File: src/rtl/irms_pkg.sv
// irms_pkg: shared types, codes and helper functions of the IPv4 rule match
// and steer block. No dependencies.
`default_nettype none
package irms_pkg;

  localparam logic [1:0] ACT_CLASSIFY = 2'd0;
  localparam logic [1:0] ACT_WRITE    = 2'd1;
  localparam logic [1:0] ACT_READ     = 2'd2;

  localparam logic [7:0] PROTO_TCP = 8'd6;
  localparam logic [7:0] PROTO_UDP = 8'd17;
  localparam logic [7:0] DSCP_ANY  = 8'hFF;

  typedef enum logic [2:0] {
    CMD_CLASSIFY,
    CMD_PASS,
    CMD_WRITE,
    CMD_READ,
    CMD_NOP
  } cmd_kind_e;

  typedef struct packed {
    cmd_kind_e   kind;
    logic [5:0]  slot;
    logic [1:0]  word_index;
    logic [63:0] word_value;
    logic [31:0] ingress_port;
    logic [31:0] src_addr;
    logic [31:0] dst_addr;
    logic [5:0]  dscp;
    logic [7:0]  protocol;
    logic [15:0] ip_checksum;
    logic [15:0] l4_checksum;
  } cmd_t;

  typedef struct packed {
    logic        steered;
    logic [31:0] egress_port;
    logic [31:0] new_dst_addr;
    logic [15:0] new_ip_checksum;
    logic [15:0] new_l4_checksum;
    logic [47:0] new_dst_mac;
    logic [15:0] rule_id;
    logic [63:0] hit_count;
  } res_t;

  function automatic logic [31:0] pfx_mask(input logic [5:0] len);
    logic [31:0] m;
    if (len == 6'd0) begin
      m = 32'd0;
    end else if (len >= 6'd32) begin
      m = 32'hFFFF_FFFF;
    end else begin
      m = ~(32'hFFFF_FFFF >> len);
    end
    return m;
  endfunction

  // RFC 1624: HC' = ~(~HC + ~m + m') over the two halves of the address
  function automatic logic [15:0] csum_upd(input logic [15:0] hc, input logic [31:0] oldv,
                                           input logic [31:0] newv);
    logic [18:0] s;
    logic [16:0] f;
    s = {3'b000, ~hc} + {3'b000, ~oldv[31:16]} + {3'b000, ~oldv[15:0]}
        + 19'(newv[31:16]) + 19'(newv[15:0]);
    f = 17'(s[15:0]) + 17'(s[18:16]);
    f = 17'(f[15:0]) + 17'(f[16]);
    return ~f[15:0];
  endfunction

endpackage
`default_nettype wire

File: src/rtl/irms_front.sv
// irms_front: accepts input transactions, sorts them by kind and holds them
// in a two-entry queue for the back end. Depends on irms_pkg.
`default_nettype none
module irms_front (
  input  wire logic             clk_i,
  input  wire logic             rst_ni,
  input  wire logic             in_valid_i,
  output logic                  in_stall_o,
  input  wire logic [1:0]       action_i,
  input  wire logic [5:0]       slot_i,
  input  wire logic [1:0]       word_index_i,
  input  wire logic [63:0]      word_value_i,
  input  wire logic [31:0]      ingress_port_i,
  input  wire logic [31:0]      src_addr_i,
  input  wire logic [31:0]      dst_addr_i,
  input  wire logic [5:0]       dscp_i,
  input  wire logic [7:0]       protocol_i,
  input  wire logic             eligible_i,
  input  wire logic [15:0]      ip_checksum_i,
  input  wire logic [15:0]      l4_checksum_i,
  input  wire logic             clearing_i,
  output logic                  cmd_valid_o,
  output irms_pkg::cmd_t        cmd_o,
  input  wire logic             cmd_pop_i
);
  import irms_pkg::*;

  cmd_t       q_q [2];
  logic       wr_ptr_q, rd_ptr_q;
  logic [1:0] cnt_q;
  logic       push;
  cmd_t       cmd_in;

  always_comb begin
    cmd_in              = '0;
    cmd_in.slot         = slot_i;
    cmd_in.word_index   = word_index_i;
    cmd_in.word_value   = word_value_i;
    cmd_in.ingress_port = ingress_port_i;
    cmd_in.src_addr     = src_addr_i;
    cmd_in.dst_addr     = dst_addr_i;
    cmd_in.dscp         = dscp_i;
    cmd_in.protocol     = protocol_i;
    cmd_in.ip_checksum  = ip_checksum_i;
    cmd_in.l4_checksum  = l4_checksum_i;
    case (action_i)
      ACT_CLASSIFY: cmd_in.kind = eligible_i ? CMD_CLASSIFY : CMD_PASS;
      ACT_WRITE:    cmd_in.kind = CMD_WRITE;
      ACT_READ:     cmd_in.kind = CMD_READ;
      default:      cmd_in.kind = CMD_NOP;
    endcase
  end

  assign in_stall_o  = (cnt_q == 2'd2) || clearing_i;
  assign push        = in_valid_i && !in_stall_o;
  assign cmd_valid_o = (cnt_q != 2'd0);
  assign cmd_o       = q_q[rd_ptr_q];

  always_ff @(posedge clk_i) begin
    if (push) begin
      q_q[wr_ptr_q] <= cmd_in;
    end
  end

  always_ff @(posedge clk_i or negedge rst_ni) begin
    if (!rst_ni) begin
      wr_ptr_q <= 1'b0;
      rd_ptr_q <= 1'b0;
      cnt_q    <= 2'd0;
    end else begin
      if (push) begin
        wr_ptr_q <= !wr_ptr_q;
      end
      if (cmd_pop_i) begin
        rd_ptr_q <= !rd_ptr_q;
      end
      cnt_q <= cnt_q + 2'(push) - 2'(cmd_pop_i);
    end
  end

endmodule
`default_nettype wire

File: config.mk
export PLATFORM = sky130hd
export DESIGN_NAME = irms_front
export DESIGN_NICKNAME = d
export VERILOG_FILES = /design/src/rtl/irms_pkg.sv /design/src/rtl/irms_front.sv
export SDC_FILE = /design/constraint.sdc
export NUM_CORES = 1
export LEC_CHECK = 0
export BUFFER_PORTS_ARGS = -buffer_cell sky130_fd_sc_hd__buf_2
export CORE_MARGIN = 1
export CORE_UTILIZATION = 25
export CTS_CLUSTER_SIZE = 25
export DETAILED_ROUTE_END_ITERATION = 10
export PLACE_DENSITY_LB_ADDON = 0.1
export SLEW_MARGIN = 20
export SYNTH_ARGS = -nofsm -noshare
export SYNTH_HDL_FRONTEND = slang
export SYNTH_SLANG_ARGS = --single-unit
File: constraint.sdc
create_clock -name clk_i -period 16.1 [get_ports clk_i]
set_clock_uncertainty 0.05 [all_clocks]
set_input_delay 4.83 -clock clk_i [delete_from_list [all_inputs] [get_ports clk_i]]
set_output_delay 4.83 -clock clk_i [all_outputs]
set_load 0.01 [all_outputs]
==> results.tsv <==
metric	value	unit
netlist_area	16340	µm²
synthTopCellsByArea	edfxtp_1, mux2_4, mux2_2	
critPathMaxStageDelay	0.13	ns
rsz0062_at_grt	false	
power_switching	1.007	mW
clkSinkCount	438	
wirelength	38470	µm
clock_latency	0.58	ns
tns	0	ns
yosysTopAreaCellShare	0.7978	
die_height	257.6	µm
met3_wirelength	3722	µm
ant_nets	0	
drt-met1-wl	15770	µm
vias	8263	
cts_made_buffers	52	
grt_pass1_wl	55620	µm
max_cap_violations	0	
clock.fmax	99.33	MHz
grt_use_total	0.1116	
layout-drive-gt1-share	0.6136	
seqPwrFrac	0.411	
powerDensity	168.7	nW/µm²
ys_ff_latch	438	
hold_ws	0.4776	ns
setup_ws	6.033	ns
die_area	66370	µm²
clkTransAtPathRegs	0.05	ns
ys_seq_area_frac	0.8039	
synth_nets	925	
pre_cts_ws	6.031	ns
power	3.578	mW
netSwitchingFraction	0.2814	
path_cells	buf_2, nand2b_1, buf_2	
grt_pass1_vias	8642	
hold_path.class	register to register	
fp-row-count	93	
synth_cells	699	
wl_met2	17950	µm
drt_iter0_markers	327	
finalMaxSlewViolations	0	
leakage	7.985	nW
yosys.area.top_type	edfxtp_1	
cp_slowest_cell	nand2b_1	
cp_max_fo	2	
hpwl	24280	µm
yosysWarnings	0	
viasPerCell	3.976	
cts_setup_buffers	0	
worst_pin_slew	1.087	ns
port_buffers	440	
max_slew_margin	0.2750	
grt_max_degree	157	
die_w	257.6	µm
outcome	finished clean	
path_class	input port to primary output	
place.gp.congestion	0.6828	
drt_pass1_iterations	4	
clockPowerShare	0.324	
routedWlPerCell	18.51	µm
final_common_cell	buf_2	
path_common_cell	buf_2	
grt_overflow	0	
p_int	2.571	mW
end_kind	primary output	
vdd_drop_max	0.0001212	V
startpoint_type	input port	
critPathTopFamily	buffers and inverters	
nNetsFinal	1402	
hold_buffers	0	
io_pins	441	
p_comb_frac	0.265	
layout_common_cells	buf_2, edfxtp_1, mux2_2, mux2_4, clkbuf_16	
ctsResizeCount	0	
grt_antenna_before_repair	11	
reg2reg_slack	12.77	ns
cts_tree	yes	
core	64460	µm²
areaGrowthSynthToFinish	29.83	%
min_period	10.07	ns
ctsRootBufferMaster	clkbuf_16	
path_buf_inv	2	
finalHoldViolCount	0	
cp_data_required_time	11.22	ns
drc_errors	0	
top_layer	met5	
cp_data_arrival_time	5.19	ns
setup_viol	0	
start_util	0.2534	
fill_cells	6381	
cts.path.max_buffers	3	
min_period_over_period	0.6253	
htreeDepth	2	
synthDistinctLibCells	17	
avgSynthCellArea	23.37	µm²
[routing by layer]
metal	vias to the layer above	track usage
met3	77	0.05477
met2	290	0.1776
met4	14	0.03501
met5	-	0
li1	3766	-
met1	4116	0.1317
[power groups by stage]
stage | Clock [mW] | Combinational (mW) | Sequential, mW
finish | 1.16 | 0.948 | 1.47
global route | 1.25 | 1.02 | 1.49
CTS | 1.21 | 0.982 | 1.47
detailed placement | 0 | 0.979 | 1.50
global placement | 0 | 0.985 | 1.49
floorplan | 0 | 0.653 | 1.52
[cells in the mapped netlist (all sizes together)]
cell type,instances
edfxtp,434
mux2,217
buf,24
dfrtp,4
ha,4
inv,4
xnor2,3
nand2b,2
nand3b,2
nor2,2
o21ai,1
or2,1
xor2,1
[state kept, by name (all words and copies together) (netlist names)]
| signal | flops |
|---|---|
| wr_ptr_q | 1 |
| rd_ptr_q | 1 |
| q_q | 434 |
| cnt_q | 2 |
[metrics by stage]
stage	instances	area (µm²)	util
after global placement	1976	19470	0.3020
after detailed placement	1976	19470	0.3020
after floorplan	699	16340	-
after CTS	2073	21170	0.3284
after global routing	2077	21210	0.3290
final	2078	21210	0.3290
[area by class of cell]
cell class / count / area [µm²] / area share
Sequential cell: 438 / 13140 / 0.6194
Tap cell: 855 / 1070 / 0.05044
Clock inverter: 40 / 359.1 / 0.01693
Antenna cell: 4 / 10.01 / 0.0004719
Clock buffer: 57 / 1341 / 0.06324
Inverter: 4 / 15.01 / 0.0007079
Timing Repair Buffer: 447 / 2312 / 0.1090
Multi-Input combinational cell: 233 / 2965 / 0.1398
[kinds of logic after synthesis]
kind of cell,count (synthesis),share of synthesized area
XOR/XNOR,4,0.002145
adder cells (fa/ha/maj),4,0.003064
AND/OR/NAND/NOR,7,0.002528
buffers and inverters,28,0.01547
flip-flops,438,0.8039
AO/OA/AOI/OAI,1,0.0003061
multiplexers,217,0.1726
[worst paths after layout]
check,startpoint,end,depth (start not counted)
min in group asynchronous,rst_ni,cnt_q[1],1
setup / recovery,clearing_i,in_stall_o,3
hold / removal,cnt_q[0],cnt_q[0],1
hold reg to reg,cnt_q[0],cnt_q[0],1
max in group asynchronous,rst_ni,rd_ptr_q,1
setup reg to reg,cnt_q[1],q_q[1][82],6
No activity file was read; power rests on OpenSTA's default activity.
